File: src/hw/rtl/bdc_pkg.sv
// Shared types and constants for the button debounce and click detector.
`timescale 1ns / 1ps

package bdc_pkg;

  // Request codes carried in req_type
  localparam logic [1:0] REQ_TICK = 2'd0;
  localparam logic [1:0] REQ_READ = 2'd1;
  localparam logic [1:0] REQ_INIT = 2'd2;

  // Bit positions in the event flag word and in clear_mask
  localparam int FLAG_PRESS        = 0;
  localparam int FLAG_RELEASE      = 1;
  localparam int FLAG_LONG_PRESS   = 2;
  localparam int FLAG_LONG_RELEASE = 3;
  localparam int FLAG_CLICK        = 4;
  localparam int FLAG_COUNT        = 5;

  // Configuration register indexes
  localparam int CFG_INDEX_W = 3;
  localparam int CFG_DATA_W  = 16;
  localparam logic [CFG_INDEX_W-1:0] CFG_INTEGRATOR_MAX    = 3'd0;
  localparam logic [CFG_INDEX_W-1:0] CFG_PRESS_THRESHOLD   = 3'd1;
  localparam logic [CFG_INDEX_W-1:0] CFG_RELEASE_THRESHOLD = 3'd2;
  localparam logic [CFG_INDEX_W-1:0] CFG_LONG_TICKS        = 3'd3;
  localparam logic [CFG_INDEX_W-1:0] CFG_CLICK_MIN_PRESS   = 3'd4;
  localparam logic [CFG_INDEX_W-1:0] CFG_CLICK_LIMIT       = 3'd5;
  localparam logic [CFG_INDEX_W-1:0] CFG_CLICK_IDLE_TICKS  = 3'd6;

  // Register reset values
  localparam logic [7:0]  RST_INTEGRATOR_MAX    = 8'd4;
  localparam logic [7:0]  RST_PRESS_THRESHOLD   = 8'd3;
  localparam logic [7:0]  RST_RELEASE_THRESHOLD = 8'd1;
  localparam logic [15:0] RST_LONG_TICKS        = 16'd100;
  localparam logic [15:0] RST_CLICK_MIN_PRESS   = 16'd2;
  localparam logic [7:0]  RST_CLICK_LIMIT       = 8'd8;
  localparam logic [15:0] RST_CLICK_IDLE_TICKS  = 16'd30;

  typedef struct packed {
    logic [7:0]  integrator_max;
    logic [7:0]  press_threshold;
    logic [7:0]  release_threshold;
    logic [15:0] long_ticks;
    logic [15:0] click_min_press;
    logic [7:0]  click_limit;
    logic [15:0] click_idle_ticks;
  } cfg_t;

  typedef struct packed {
    logic [1:0] req_type;
    logic       raw_pressed;
    logic [4:0] clear_mask;
  } req_t;

  typedef struct packed {
    logic       is_pressed;
    logic       press_flag;
    logic       release_flag;
    logic       long_press_flag;
    logic       long_release_flag;
    logic       click_flag;
    logic [7:0] click_count;
  } res_t;

endpackage

File: src/hw/rtl/bdc_cfg_regs.sv
// Configuration register file of the debounce and click detector.
`timescale 1ns / 1ps

module bdc_cfg_regs
  import bdc_pkg::*;
(
  input  logic                   clk,
  input  logic                   rst,
  input  logic                   cfg_we,
  input  logic [CFG_INDEX_W-1:0] cfg_index,
  input  logic [CFG_DATA_W-1:0]  cfg_data,
  output cfg_t                   cfg
);

  // Write the addressed register; unknown indexes are dropped
  always_ff @(posedge clk) begin
    if (rst) begin
      cfg.integrator_max    <= RST_INTEGRATOR_MAX;
      cfg.press_threshold   <= RST_PRESS_THRESHOLD;
      cfg.release_threshold <= RST_RELEASE_THRESHOLD;
      cfg.long_ticks        <= RST_LONG_TICKS;
      cfg.click_min_press   <= RST_CLICK_MIN_PRESS;
      cfg.click_limit       <= RST_CLICK_LIMIT;
      cfg.click_idle_ticks  <= RST_CLICK_IDLE_TICKS;
    end else if (cfg_we) begin
      case (cfg_index)
        CFG_INTEGRATOR_MAX:    cfg.integrator_max    <= cfg_data[7:0];
        CFG_PRESS_THRESHOLD:   cfg.press_threshold   <= cfg_data[7:0];
        CFG_RELEASE_THRESHOLD: cfg.release_threshold <= cfg_data[7:0];
        CFG_LONG_TICKS:        cfg.long_ticks        <= cfg_data;
        CFG_CLICK_MIN_PRESS:   cfg.click_min_press   <= cfg_data;
        CFG_CLICK_LIMIT:       cfg.click_limit       <= cfg_data[7:0];
        CFG_CLICK_IDLE_TICKS:  cfg.click_idle_ticks  <= cfg_data;
        default: ;
      endcase
    end
  end

endmodule

File: src/hw/rtl/bdc_core.sv
// Debounce state, timers, click count and sticky flags, updated once per item.
`timescale 1ns / 1ps

module bdc_core
  import bdc_pkg::*;
#(
  parameter int TIMER_BITS = 16
) (
  input  logic clk,
  input  logic rst,
  input  cfg_t cfg,
  input  logic take,
  input  req_t req,
  output res_t res
);

  localparam int CMP_W = (TIMER_BITS > 16) ? TIMER_BITS : 16;
  localparam logic [TIMER_BITS-1:0] TIMER_MAX = {TIMER_BITS{1'b1}};

  logic [7:0]            integrator, integrator_next;
  logic                  debounced, debounced_next;
  logic [TIMER_BITS-1:0] state_timer, state_timer_next;
  logic [7:0]            clicks, clicks_next;
  logic [FLAG_COUNT-1:0] event_flags, event_flags_next;

  logic [CMP_W-1:0] timer_ext, long_ext, min_ext, idle_ext;
  logic [CMP_W-1:0] timer_inc_ext;
  logic [FLAG_COUNT-1:0] shown;
  logic [7:0]            count;

  assign timer_ext = CMP_W'(state_timer);
  assign long_ext  = CMP_W'(cfg.long_ticks);
  assign min_ext   = CMP_W'(cfg.click_min_press);
  assign idle_ext  = CMP_W'(cfg.click_idle_ticks);

  // Work out next state and the result for the item in flight
  always_comb begin
    integrator_next  = integrator;
    debounced_next   = debounced;
    state_timer_next = state_timer;
    clicks_next      = clicks;
    event_flags_next = event_flags;
    timer_inc_ext    = timer_ext;
    shown            = event_flags;
    count            = clicks;
    case (req.req_type)
      REQ_TICK: begin
        // Step the integrator and switch state on a threshold hit
        if (req.raw_pressed) begin
          if (integrator < cfg.integrator_max) begin
            integrator_next = integrator + 8'd1;
            if (integrator_next == cfg.press_threshold && !debounced) begin
              debounced_next = 1'b1;
              event_flags_next[FLAG_PRESS] = 1'b1;
              state_timer_next = '0;
            end
          end
        end else if (integrator != 8'd0) begin
          integrator_next = integrator - 8'd1;
          if (integrator_next == cfg.release_threshold && debounced) begin
            if (timer_ext > min_ext && clicks < cfg.click_limit) begin
              clicks_next = clicks + 8'd1;
            end
            debounced_next = 1'b0;
            event_flags_next[FLAG_RELEASE] = 1'b1;
            state_timer_next = '0;
          end
        end
        // Advance the state timer and raise timed events
        if (state_timer_next != TIMER_MAX) begin
          state_timer_next = state_timer_next + TIMER_BITS'(1);
          timer_inc_ext    = CMP_W'(state_timer_next);
          if (timer_inc_ext == long_ext) begin
            if (debounced_next) begin
              event_flags_next[FLAG_LONG_PRESS] = 1'b1;
            end else begin
              event_flags_next[FLAG_LONG_RELEASE] = 1'b1;
            end
          end
          if (clicks_next != 8'd0 && !debounced_next && timer_inc_ext == idle_ext) begin
            event_flags_next[FLAG_CLICK] = 1'b1;
          end
        end
        shown = event_flags_next;
        count = clicks_next;
      end
      REQ_READ: begin
        // Report flags as they were, then clear the chosen ones
        if (req.clear_mask[FLAG_CLICK] && event_flags[FLAG_CLICK]) begin
          clicks_next = 8'd0;
        end
        event_flags_next = event_flags & ~req.clear_mask;
      end
      REQ_INIT: begin
        // Preset from the raw sample
        debounced_next   = req.raw_pressed;
        integrator_next  = req.raw_pressed ? cfg.integrator_max : 8'd0;
        event_flags_next = '0;
        state_timer_next = '0;
        clicks_next      = 8'd0;
        shown            = '0;
        count            = 8'd0;
      end
      default: ;
    endcase

    res.is_pressed        = debounced_next;
    res.press_flag        = shown[FLAG_PRESS];
    res.release_flag      = shown[FLAG_RELEASE];
    res.long_press_flag   = shown[FLAG_LONG_PRESS];
    res.long_release_flag = shown[FLAG_LONG_RELEASE];
    res.click_flag        = shown[FLAG_CLICK];
    res.click_count       = count;
  end

  // Hold state until an item is taken
  always_ff @(posedge clk) begin
    if (rst) begin
      integrator  <= 8'd0;
      debounced   <= 1'b0;
      state_timer <= '0;
      clicks      <= 8'd0;
      event_flags <= '0;
    end else if (take) begin
      integrator  <= integrator_next;
      debounced   <= debounced_next;
      state_timer <= state_timer_next;
      clicks      <= clicks_next;
      event_flags <= event_flags_next;
    end
  end

endmodule

File: src/hw/rtl/bdc_out_reg.sv
// Result register with valid/ready handshake toward the consumer.
`timescale 1ns / 1ps

module bdc_out_reg
  import bdc_pkg::*;
(
  input  logic clk,
  input  logic rst,
  input  logic load,
  input  res_t load_item,
  output logic can_load,
  output logic out_valid,
  input  logic out_ready,
  output res_t out_item
);

  // Room for a new item when empty or when the held item leaves this cycle
  assign can_load = !out_valid || out_ready;

  // Track occupancy
  always_ff @(posedge clk) begin
    if (rst) begin
      out_valid <= 1'b0;
    end else if (can_load) begin
      out_valid <= load;
    end
  end

  // Capture the result payload
  always_ff @(posedge clk) begin
    if (load && can_load) begin
      out_item <= load_item;
    end
  end

endmodule

File: src/hw/rtl/button_debounce_click_detector.sv
// Top level of the button debounce, long-press and multi-click detector.
//
//   port group   direction  handshake            payload
//   in_*         in         in_valid/in_ready    req_t in_item
//   out_*        out        out_valid/out_ready  res_t out_item
//   cfg_*        in         cfg_we (no wait)     cfg_index, cfg_data
//
// One item per cycle unless the output stalls; each item's result, set by the single
// combinational pass of bdc_core, is loaded into the output register when it is taken.
// Synchronous active-high reset clears the state and flags and restores the configuration reset values.
// A stalled output holds in_ready low until the held item is taken.
`timescale 1ns / 1ps

module button_debounce_click_detector
  import bdc_pkg::*;
#(
  parameter int TIMER_BITS = 16
) (
  input  logic                   clk,
  input  logic                   rst,
  input  logic                   in_valid,
  output logic                   in_ready,
  input  req_t                   in_item,
  output logic                   out_valid,
  input  logic                   out_ready,
  output res_t                   out_item,
  input  logic                   cfg_we,
  input  logic [CFG_INDEX_W-1:0] cfg_index,
  input  logic [CFG_DATA_W-1:0]  cfg_data
);

  cfg_t cfg;
  res_t res;
  logic take;

  assign take = in_valid && in_ready;

  bdc_cfg_regs u_cfg (
    .clk       (clk),
    .rst       (rst),
    .cfg_we    (cfg_we),
    .cfg_index (cfg_index),
    .cfg_data  (cfg_data),
    .cfg       (cfg)
  );

  bdc_core #(
    .TIMER_BITS (TIMER_BITS)
  ) u_core (
    .clk  (clk),
    .rst  (rst),
    .cfg  (cfg),
    .take (take),
    .req  (in_item),
    .res  (res)
  );

  bdc_out_reg u_out (
    .clk       (clk),
    .rst       (rst),
    .load      (take),
    .load_item (res),
    .can_load  (in_ready),
    .out_valid (out_valid),
    .out_ready (out_ready),
    .out_item  (out_item)
  );

endmodule

File: config.mk
export PLATFORM = sky130hd
export DESIGN_NAME = button_debounce_click_detector
export DESIGN_NICKNAME = d
export VERILOG_FILES = /design/src/hw/rtl/bdc_pkg.sv /design/src/hw/rtl/bdc_cfg_regs.sv /design/src/hw/rtl/bdc_core.sv /design/src/hw/rtl/bdc_out_reg.sv /design/src/hw/rtl/button_debounce_click_detector.sv
export SDC_FILE = /design/constraint.sdc
export NUM_CORES = 1
export LEC_CHECK = 0
export ABC_AREA = 1
export BUFFER_PORTS_ARGS = -buffer_cell sky130_fd_sc_hd__buf_2
export CAP_MARGIN = 20
export CORE_MARGIN = 8
export CORE_UTILIZATION = 60
export CTS_CLUSTER_DIAMETER = 40
export DETAILED_ROUTE_END_ITERATION = 10
export PLACE_DENSITY = 0.8
export SYNTH_ARGS = -nofsm -noshare
export SYNTH_HDL_FRONTEND = slang
export SYNTH_HIERARCHICAL = 1
export SYNTH_SLANG_ARGS = --single-unit
File: constraint.sdc
create_clock -name clk -period 5.3 [get_ports clk]
set_input_delay 0.265 -clock clk [delete_from_list [all_inputs] [get_ports clk]]
set_output_delay 0.265 -clock clk [all_outputs]
set_load 0.02 [all_outputs]
==> impl_metrics.tcl, run 1 <==
set metrics [dict create \
    numCtsBuffers 17 \
    post-dp-hpwl_mm 18.9 \
    path_class "flip-flop to flip-flop" \
    antenna_left 0 \
    pwr-share-clk_pct 43.6 \
    cts_hold_buf 0 \
    fillers 1338 \
    first_iter_violations 995 \
    grt_max_degree 81 \
    tritoncts "yes" \
    diodes 0 \
    cts_max_level 4 \
    status "finished, final reports clean" \
    core_region_area_um2 14400 \
    p_leak_nw 4.38 \
    synth_area_um2 8710 \
    fin_nets 1449 \
    yosys.cell_types.count 45 \
    setup_viol 0 \
    rows 44 \
    final_common_cell "nand2_1" \
    io-pin-count 48 \
    grt_pass1_vias 8220 \
    synth_flop_cell "dfxtp_1" \
    dr_total_vias 9008 \
    cp-end-kind "flip-flop" \
    clkSlewWorstSetupHoldPaths_ns 0.07 \
    min_period_ns 4.29 \
    fmax_ghz 0.233 \
    hold_viol 0 \
    synth_fp_nets 1420 \
    port_buffers 47 \
    required_ns 5.58 \
    clockBufferDepth 2 \
    place.gp.congestion 0.949 \
    fin_crit_sh_pct 80.9 \
    cts_root_buffer "clkbuf_16" \
    cts_resized 0 \
    power.switching_uw 816 \
    power_frac_comb_pct 14.9 \
    synth_area_per_cell_um2 6.45 \
    drtPass1Iterations 7 \
    p_seq_share_pct 41.5 \
    min_path_type "primary input to flip-flop" \
    switching_share_pct 31.0 \
    synth.ff_latch_count 133 \
    vias_per_cell 5.72 \
    ys_async_sr_fraction_pct 0 \
    dieArea_um2 18600 \
    yosys_warnings 6 \
    ir_drop_mv 0.231 \
    drc 0 \
    report.final.slew_viol_count 0 \
    drive_above_1_share_pct 11.1 \
    maxSlewHeadroom_pct 40.4 \
    grt_pass1_wl_mm 41.6 \
    routed_wl_mm 25.8 \
    intPower_mw 1.82 \
    skew_ns 0.0110 \
    final_core_util_pct 66.3 \
    synth_edf_count 14 \
    cts_setup_buffers 0 \
    critPathMaxFanout 25 \
    drt-wirelength-per-cell_um 16.4 \
    syn2layout_area_growth_pct 9.38 \
    ys_seq_area_share_pct 32.2 \
    cp.arrival_ns 4.57 \
    antenna_found_initial 0 \
    chipHeight_um 136 \
    rsz0062_at_grt "no" \
    die_x_um 136 \
    clock_latency_ns 0.44 \
    setup_tns_ns 0 \
    start_util_pct 60.6 \
    layout_common_cells "nand2_1 (366), nor2_1 (217), nand3_1 (160)" \
    grt_usage_pct 28.4 \
    p_per_area_nw_per_um2 277 \
    startpoint_type "flip-flop" \
    grt_overflow 0 \
    r2r_slack_ns 1.01 \
    drv_cap 0 \
    tightest_slew_ns 0.890 \
    syn_inst 1350 \
    cts.sinks 133 \
]
metrics by stage:
stage / instance area [µm²] / hold WS [ns] / std cells / setup WS, ns / power [mW]
3_3_place_gp: 8960 / 0.463 / 1544 / 1.17 / 1.49
5_1_grt: 9530 / 0.0765 / 1576 / 0.572 / 2.73
6_report: 9530 / 0.0571 / 1576 / 1.01 / 2.63
2_1_floorplan: 8710 / 0.327 / 1350 / 1.84 / 1.39
4_1_cts: 9530 / 0.0504 / 1576 / 1.03 / 2.63
3_5_place_dp: 8960 / 0.474 / 1544 / 1.07 / 1.50
layout make-up:
| cell class | count | area, µm² | share of cell area [%] |
|---|---|---|---|
| Multi-Input combinational cell | 1017 | 5060 | 53.1 |
| Sequential cell | 133 | 2800 | 29.4 |
| Inverter | 158 | 593 | 6.23 |
| Clock buffer | 19 | 454 | 4.77 |
| Timing Repair Buffer | 52 | 273 | 2.86 |
| Tap cell | 184 | 230 | 2.42 |
| Clock inverter | 13 | 114 | 1.20 |
routing by layer:
| metal | GRT usage (%) | part of all wire (%) |
|---|---|---|
| met1 | 40.1 | 45 |
| met2 | 42.5 | 43 |
| met3 | 5.06 | 9.5 |
| met4 | 10.1 | 2.1 |
| met5 | 0 | 0 |
cells in the mapped netlist (all sizes together), types with 7 or more instances:
cell type    n  area share, %
edfxtp      14            4.8
xor2        12            1.2
nand4       20            2.1
o22ai        7           0.50
ha          38            5.5
dfxtp      119             27
nand2      381             17
a21oi       61            3.6
inv        156            6.7
buf         33            2.5
o21ai       44            2.6
clkbuf       9           0.39
nand3      164            9.7
nor2       245             12
nand3b      14            1.2
final timing paths:
| kind | start | to | cells after the start |
|---|---|---|---|
| worst min-delay path | cfg_data[5] | u_cfg/cfg[45] | 3 |
| worst max-delay path | u_core/integrator[0] | u_out/out_item[10] | 24 |
| worst max register to register | u_core/integrator[0] | u_out/out_item[10] | 24 |
| worst min register to register | u_cfg/cfg[36] | u_cfg/cfg[36] | 2 |
registers in the layout, indices dropped and copies added (netlist names):
signal,cells
u_cfg/cfg,80
u_core/state_timer,16
u_out/out_item,14
u_core/clicks,8
u_core/integrator,8
u_core/event_flags,5
u_core/debounced,1
u_out/out_valid,1
critical path, stage by stage, from the launching register on:
cell and delay [ns]:
dfxtp_1 0.43, inv_2 0.17, ha_1 0.39, xor2_1 0.16, nand2_1 0.07, nor2_1 0.10, nand3_1 0.08, nor2_1 0.20
nand4_4 0.41, inv_1 0.32, nor2_1 0.11, ha_1 0.34, xnor2_1 0.17, nand2_1 0.07, nor2_1 0.10, nand3_1 0.07
nor2_1 0.10, nand3_1 0.07, nor2_1 0.13, nand2_1 0.07, nor2_1 0.21, nand3_1 0.11, nand2_1 0.09, nand2_1 0.05
o21ai_1 0.08
power by group through the flow:
stage / sequential [mW] / clock (mW) / combinational, mW
2_1_floorplan: 1.11 / 0 / 0.286
3_3_place_gp: 1.11 / 0 / 0.375
3_5_place_dp: 1.11 / 0 / 0.381
4_1_cts: 1.09 / 1.16 / 0.384
5_1_grt: 1.10 / 1.20 / 0.436
6_report: 1.09 / 1.15 / 0.392
cell families after synthesis:
logic type	synth area share [%]
xor gates and xnor gates	1.41
and+or+nand+nor	42.7
buffers and inverters	9.73
AOI/OAI and AO/OA	8.48
DFF	32.2
adders and majority gates	5.46
No activity file was read; power rests on OpenSTA's default activity.
==> inputs of run 2 (changes only) <==
--- a/config.mk
+++ b/config.mk
@@ -9,10 +9,10 @@
 export BUFFER_PORTS_ARGS = -buffer_cell sky130_fd_sc_hd__buf_2
 export CAP_MARGIN = 20
 export CORE_MARGIN = 8
-export CORE_UTILIZATION = 60
+export CORE_UTILIZATION = 56
 export CTS_CLUSTER_DIAMETER = 40
 export DETAILED_ROUTE_END_ITERATION = 10
-export PLACE_DENSITY = 0.8
+export PLACE_DENSITY = 0.78
 export SYNTH_ARGS = -nofsm -noshare
 export SYNTH_HDL_FRONTEND = slang
 export SYNTH_HIERARCHICAL = 1
==> constraint.sdc (replaced) <==
create_clock -name clk -period 3.8 [get_ports clk]
set_input_delay 0.19 -clock clk [delete_from_list [all_inputs] [get_ports clk]]
set_output_delay 0.19 -clock clk [all_outputs]
set_load 0.02 [all_outputs]
==> impl_metrics.tcl, run 2 (synthesis gave the netlist of run 1 again) <==
set metrics [dict create \
    setup_viol 0 \
    drive_above_1_share_pct 12.6 \
    dr_total_vias 8949 \
    report.final.slew_viol_count 0 \
    r2r_end "u_out/out_item[8]" \
    setup_tns_ns 0 \
    min_from "cfg_data[3]" \
    hold_depth 3 \
    clockBufferDepth 2 \
    drc 0 \
    clock_latency_ns 0.43 \
    start_util_pct 57.3 \
    numCtsBuffers 17 \
    final_common_cell "nand2_1" \
    fin_crit_sh_pct 91.3 \
    io-pin-count 48 \
    antenna_left 0 \
    top_regs "u_cfg/cfg (80), u_core/state_timer (16), u_out/out_item (14)" \
    startpoint_type "flip-flop" \
    cts_root_buffer "clkbuf_16" \
    cp.arrival_ns 3.63 \
    grtUsageMet2_pct 36.3 \
    routed_wl_mm 25.3 \
    grt_busiest_layer "met1" \
    drtPass1Iterations 6 \
    chipHeight_um 141 \
    ir_drop_mv 0.343 \
    cts.sinks 133 \
    drt-wirelength-per-cell_um 15.9 \
    grt_max_degree 59 \
    critPathMaxFanout 5 \
    status "finished, final reports clean" \
    fmax_ghz 0.288 \
    skew_ns 0.00850 \
    syn2layout_area_growth_pct 11.8 \
    tightest_slew_ns 0.964 \
    post_dp_cell_area_um2 9050 \
    tritoncts "yes" \
    worstPathCellList "inv_1 -> ha_1 -> nand2_1 -> o21ai_0 -> a21oi_2 -> nand4_4 -> nand2_1 -> nor2_1 -> ha_1 -> nand3_4 -> nor2_4 -> nand2_1 -> nand2_1 -> inv_1 -> o21ai_0 -> nor2_1 -> nand2_1 -> nor2_1 -> nand2_1 -> nand2_1 -> nand2_1 -> o21ai_1" \
    min_to "u_cfg/cfg[3]" \
    path_class "flip-flop to flip-flop" \
    gr-usage-met3_pct 4.79 \
    fillers 1435 \
    core_region_area_um2 15200 \
    port_buffers 47 \
    post-dp-hpwl_mm 18.8 \
    p_per_area_nw_per_um2 388 \
    grt_usage_pct 25.1 \
    die_x_um 141 \
    dieArea_um2 19800 \
    cts_setup_buffers 0 \
    worstReg2RegStart "u_cfg/cfg[79]" \
    regMostFlops "u_cfg/cfg" \
    place.gp.congestion 0.925 \
    min_path_type "primary input to flip-flop" \
    r2r_slack_ns 0.33 \
    rows 45 \
    clkSlewWorstSetupHoldPaths_ns 0.06 \
    largest_reg_flops 80 \
    cpPeakStageDelay_ns 0.42 \
    antenna_found_initial 0 \
    diodes 0 \
    required_ns 3.97 \
    p_leak_nw 4.48 \
    grt_pass1_wl_mm 39.9 \
    grt_use_met1_pct 36.9 \
    cts_max_level 4 \
    min_period_ns 3.47 \
    layout_common_cells "nand2_1 (365), nor2_1 (213), nand3_1 (160)" \
    grt_pass1_vias 7580 \
    final_area_um2 9730 \
    grt_overflow 0 \
    vias_per_cell 5.61 \
    first_iter_violations 985 \
    drv_cap 0 \
    hold_viol 0 \
    maxSlewHeadroom_pct 35.7 \
    reg2regPathDepth 22 \
    crit_top_cell "nand2_1" \
    crit_slowest_cell "dfxtp_1" \
    cp-end-kind "flip-flop" \
    fin_nets 1465 \
]
==> run 2: cell count changes in the layout (fill, tap and decap cells not counted), moves of 4 or more <==
cell / previous run / this run
nor2_1: 217 / 213
nor2_2: 14 / 18
buf_4: 5 / 16
dlygate4sd3_1: 0 / 4
dfxtp_1: 119 / 115
==> run 2: cell type report <==
cell class                      count  area, µm²  share of cell area (%)
Sequential cell                   133       2810                    28.9
Clock buffer                       22        474                    4.87
Inverter                          158        593                    6.09
Clock inverter                     10        120                    1.23
Multi-Input combinational cell   1017       5090                    52.3
Timing Repair Buffer               68        407                    4.18
Tap cell                          188        235                    2.42
==> run 2: power breakdown <==
part / switching (mW) / internal [mW]
Clock: 0.663 / 1.02
Sequential: 0.0543 / 1.47
Combinational: 0.381 / 0.185
==> run 2: per-stage QoR <==
| stage | utilization [%] | cells | worst slack, ns | hold WS (ns) | power [mW] |
|---|---|---|---|---|---|
| 6_report | 64.0 | 1596 | 0.331 | 0.0159 | 3.78 |
| 5_1_grt | 64.0 | 1596 | -0.00394 | 0.0325 | 3.91 |
| 4_1_cts | 63.7 | 1596 | 0.169 | 0.00410 | 3.76 |
| 3_5_place_dp | 59.6 | 1560 | 0.193 | 0.424 | 2.10 |
| 3_3_place_gp | 59.6 | 1560 | 0.305 | 0.420 | 2.09 |
| 2_1_floorplan | - | 1350 | 0.343 | 0.252 | 1.94 |
==> run 2: how the worst max path moves through the flow <==
| stage | from | end | slack (ns) | depth (start not counted) |
|---|---|---|---|---|
| final | u_cfg/cfg[79] | u_out/out_item[8] | 0.33 | 22 |
| after global routing | u_core/integrator[0] | u_out/out_item[9] | -0.004 | 26 |
| after CTS | u_core/integrator[0] | u_out/out_item[9] | 0.17 | 25 |
| after detailed placement | u_core/integrator[0] | u_out/out_item[9] | 0.19 | 25 |
| after global placement | u_core/integrator[0] | u_out/out_item[9] | 0.30 | 27 |
| after floorplan | u_core/integrator[0] | u_out/out_item[10] | 0.34 | 26 |
==> run 2: layer usage <==
metal / part of all wire [%] / vias to the layer above
met5: 0 / -
met4: 1.1 / 0
met3: 10 / 19
met2: 42 / 416
met1: 47 / 4072
li1: - / 4442
==> run 2: what timing repair did <==
item,CTS,global route
hold buffers,4,0
endpoints found under the setup margin,0,7
hold endpoints to repair,4,0
gates resized for setup,0,13
==> run 2: critical path, delay by kind of cell (launching register included) <==
family	cells	cell delay [ns]
compound gates	4	0.69
fa+ha+maj	2	0.58
buf+inv	2	0.13
flops	1	0.42
simple gates	14	1.37
==> inputs of run 3 (changes only) <==
--- a/config.mk
+++ b/config.mk
@@ -8,7 +8,7 @@
 export ABC_AREA = 1
 export BUFFER_PORTS_ARGS = -buffer_cell sky130_fd_sc_hd__buf_2
 export CAP_MARGIN = 20
-export CORE_MARGIN = 8
+export CORE_MARGIN = 5
 export CORE_UTILIZATION = 56
 export CTS_CLUSTER_DIAMETER = 40
 export DETAILED_ROUTE_END_ITERATION = 10
==> impl_metrics.tcl, run 3 (synthesis gave the netlist of run 1 again) <==
set metrics [dict create \
    drc 0 \
    fin_nets 1466 \
    p_leak_nw 4.47 \
    chipHeight_um 135 \
    total_power_mw 3.65 \
    final_area_um2 9680 \
    report.final.slew_viol_count 0 \
    first_iter_violations 775 \
    hold_viol 0 \
    cts_max_level 4 \
    gr-usage-met3_pct 6.11 \
    post-dp-hpwl_mm 18.3 \
    routed_wl_mm 24.4 \
    final_common_cell "nand2_1" \
    post_dp_cell_area_um2 9060 \
    start_util_pct 57.3 \
    dieArea_um2 18100 \
    maxSlewHeadroom_pct 34.7 \
    drv_cap 0 \
    critPathMaxFanout 5 \
    drt-wirelength-per-cell_um 15.3 \
    cp.arrival_ns 3.79 \
    fillers 1411 \
    drive_above_1_share_pct 12.4 \
    p_per_area_nw_per_um2 377 \
    min_period_ns 3.52 \
    top_regs "u_cfg/cfg (80), u_core/state_timer (16), u_out/out_item (14)" \
    fin_crit_sh_pct 92.5 \
    grtUsageMet2_pct 38.6 \
    tightest_slew_ns 0.979 \
    clockBufferDepth 2 \
    die_x_um 135 \
    crit_slowest_cell "dfxtp_2" \
    antenna_left 0 \
    grt_max_degree 59 \
    drtPass1Iterations 8 \
    io-pin-count 48 \
    reg2regPathDepth 27 \
    grt_busiest_layer "met1" \
    crit_cells 27 \
    grt_use_met1_pct 40.4 \
    grt_usage_pct 27.0 \
    cts.sinks 133 \
    grt_pass1_wl_mm 39.0 \
    place.gp.congestion 0.978 \
    dr_total_vias 8922 \
    cpPeakStageDelay_ns 0.38 \
    cp_num_buf_inv 2 \
    cp-end-kind "flip-flop" \
    cts_root_buffer "clkbuf_16" \
    layout_common_cells "nand2_1 (366), nor2_1 (214), nand3_1 (160)" \
    ir_drop_mv 0.326 \
    path_class "flip-flop to flip-flop" \
    grt_pass1_vias 7734 \
    rows 45 \
    port_buffers 47 \
    status "finished, final reports clean" \
    min_path_type "primary input to flip-flop" \
    setup_viol 0 \
    vias_per_cell 5.59 \
    syn2layout_area_growth_pct 11.2 \
    numCtsBuffers 17 \
    required_ns 4.08 \
    clkSlewWorstSetupHoldPaths_ns 0.06 \
    regMostFlops "u_cfg/cfg" \
    antenna_found_initial 0 \
    final_core_util_pct 63.7 \
    fmax_ghz 0.284 \
    largest_reg_flops 80 \
    grt_overflow 0 \
    crit_top_cell "nand2_1" \
    startpoint_type "flip-flop" \
    tritoncts "yes" \
    crit_family "simple AND/OR/NAND/NOR gates" \
    clock_latency_ns 0.43 \
    hold_depth 3 \
    skew_ns 0.00917 \
    diodes 0 \
    core_region_area_um2 15200 \
]
run 3: cell count changes in the layout (fill, tap and decap cells not counted), moves of 2 or more:
cell,delta
inv_6,+3
buf_4,+2
bufinv_16,-2
clkbuf_8,-2
run 3: worst paths after layout:
kind              slack (ns)           endpoint                 start
setup / recovery        0.28  u_out/out_item[9]  u_core/integrator[0]
hold / removal          0.01      u_cfg/cfg[45]           cfg_data[5]
setup reg to reg        0.28  u_out/out_item[9]  u_core/integrator[0]
hold reg to reg         0.49      u_cfg/cfg[38]         u_cfg/cfg[38]
run 3: cell type report:
class,count,area [µm²],area share (%)
multi-input combinational,1017,5080,52.4
sequential,133,2810,29.0
inverter,158,593,6.12
clock buffer,21,472,4.87
timing repair buffer,69,412,4.25
tap,188,235,2.43
clock inverter,11,88.8,0.917
run 3: worst register-to-register path: cells and delay by family (launching register included):
family / cells / cell delay, ns
and+or+nand+nor: 21 / 1.97
adders and majority gates: 2 / 0.71
DFF: 1 / 0.38
xor gates and xnor gates: 1 / 0.12
buffers and inverters: 2 / 0.11
AOI/OAI and AO/OA: 1 / 0.08
run 3: per-stage QoR:
| step | hold slack, ns | TNS, ns | worst slack, ns | instances |
|---|---|---|---|---|
| 6_report | 0.0136 | 0 | 0.284 | 1597 |
| 5_1_grt | 0.0211 | -0.00128 | -0.000971 | 1597 |
| 4_1_cts | 0.00259 | 0 | 0.125 | 1596 |
| 3_5_place_dp | 0.429 | 0 | 0.144 | 1561 |
| 3_3_place_gp | 0.422 | 0 | 0.233 | 1561 |
| 2_1_floorplan | 0.252 | 0 | 0.343 | 1350 |
run 3: power by group:
group          total [mW]  internal, mW  switching [mW]
clock network        1.57         0.904           0.665
logic               0.554         0.181           0.373
registers            1.53          1.47          0.0532
total                3.65          2.56            1.09
run 3: per-layer routing:
metal | part of all wire, % | vias to the layer above
met5 | 0 | -
met4 | 1.9 | 0
met3 | 11 | 39
met2 | 41 | 423
met1 | 46 | 4019
li1 | - | 4441
run 3: what timing repair did:
item                       4_1_cts  5_1_grt
resized for setup                0        8
hold endpoints to repair         4        0
hold buffers                     3        0
buffers inserted                 0        1
setup endpoints to repair        0        6
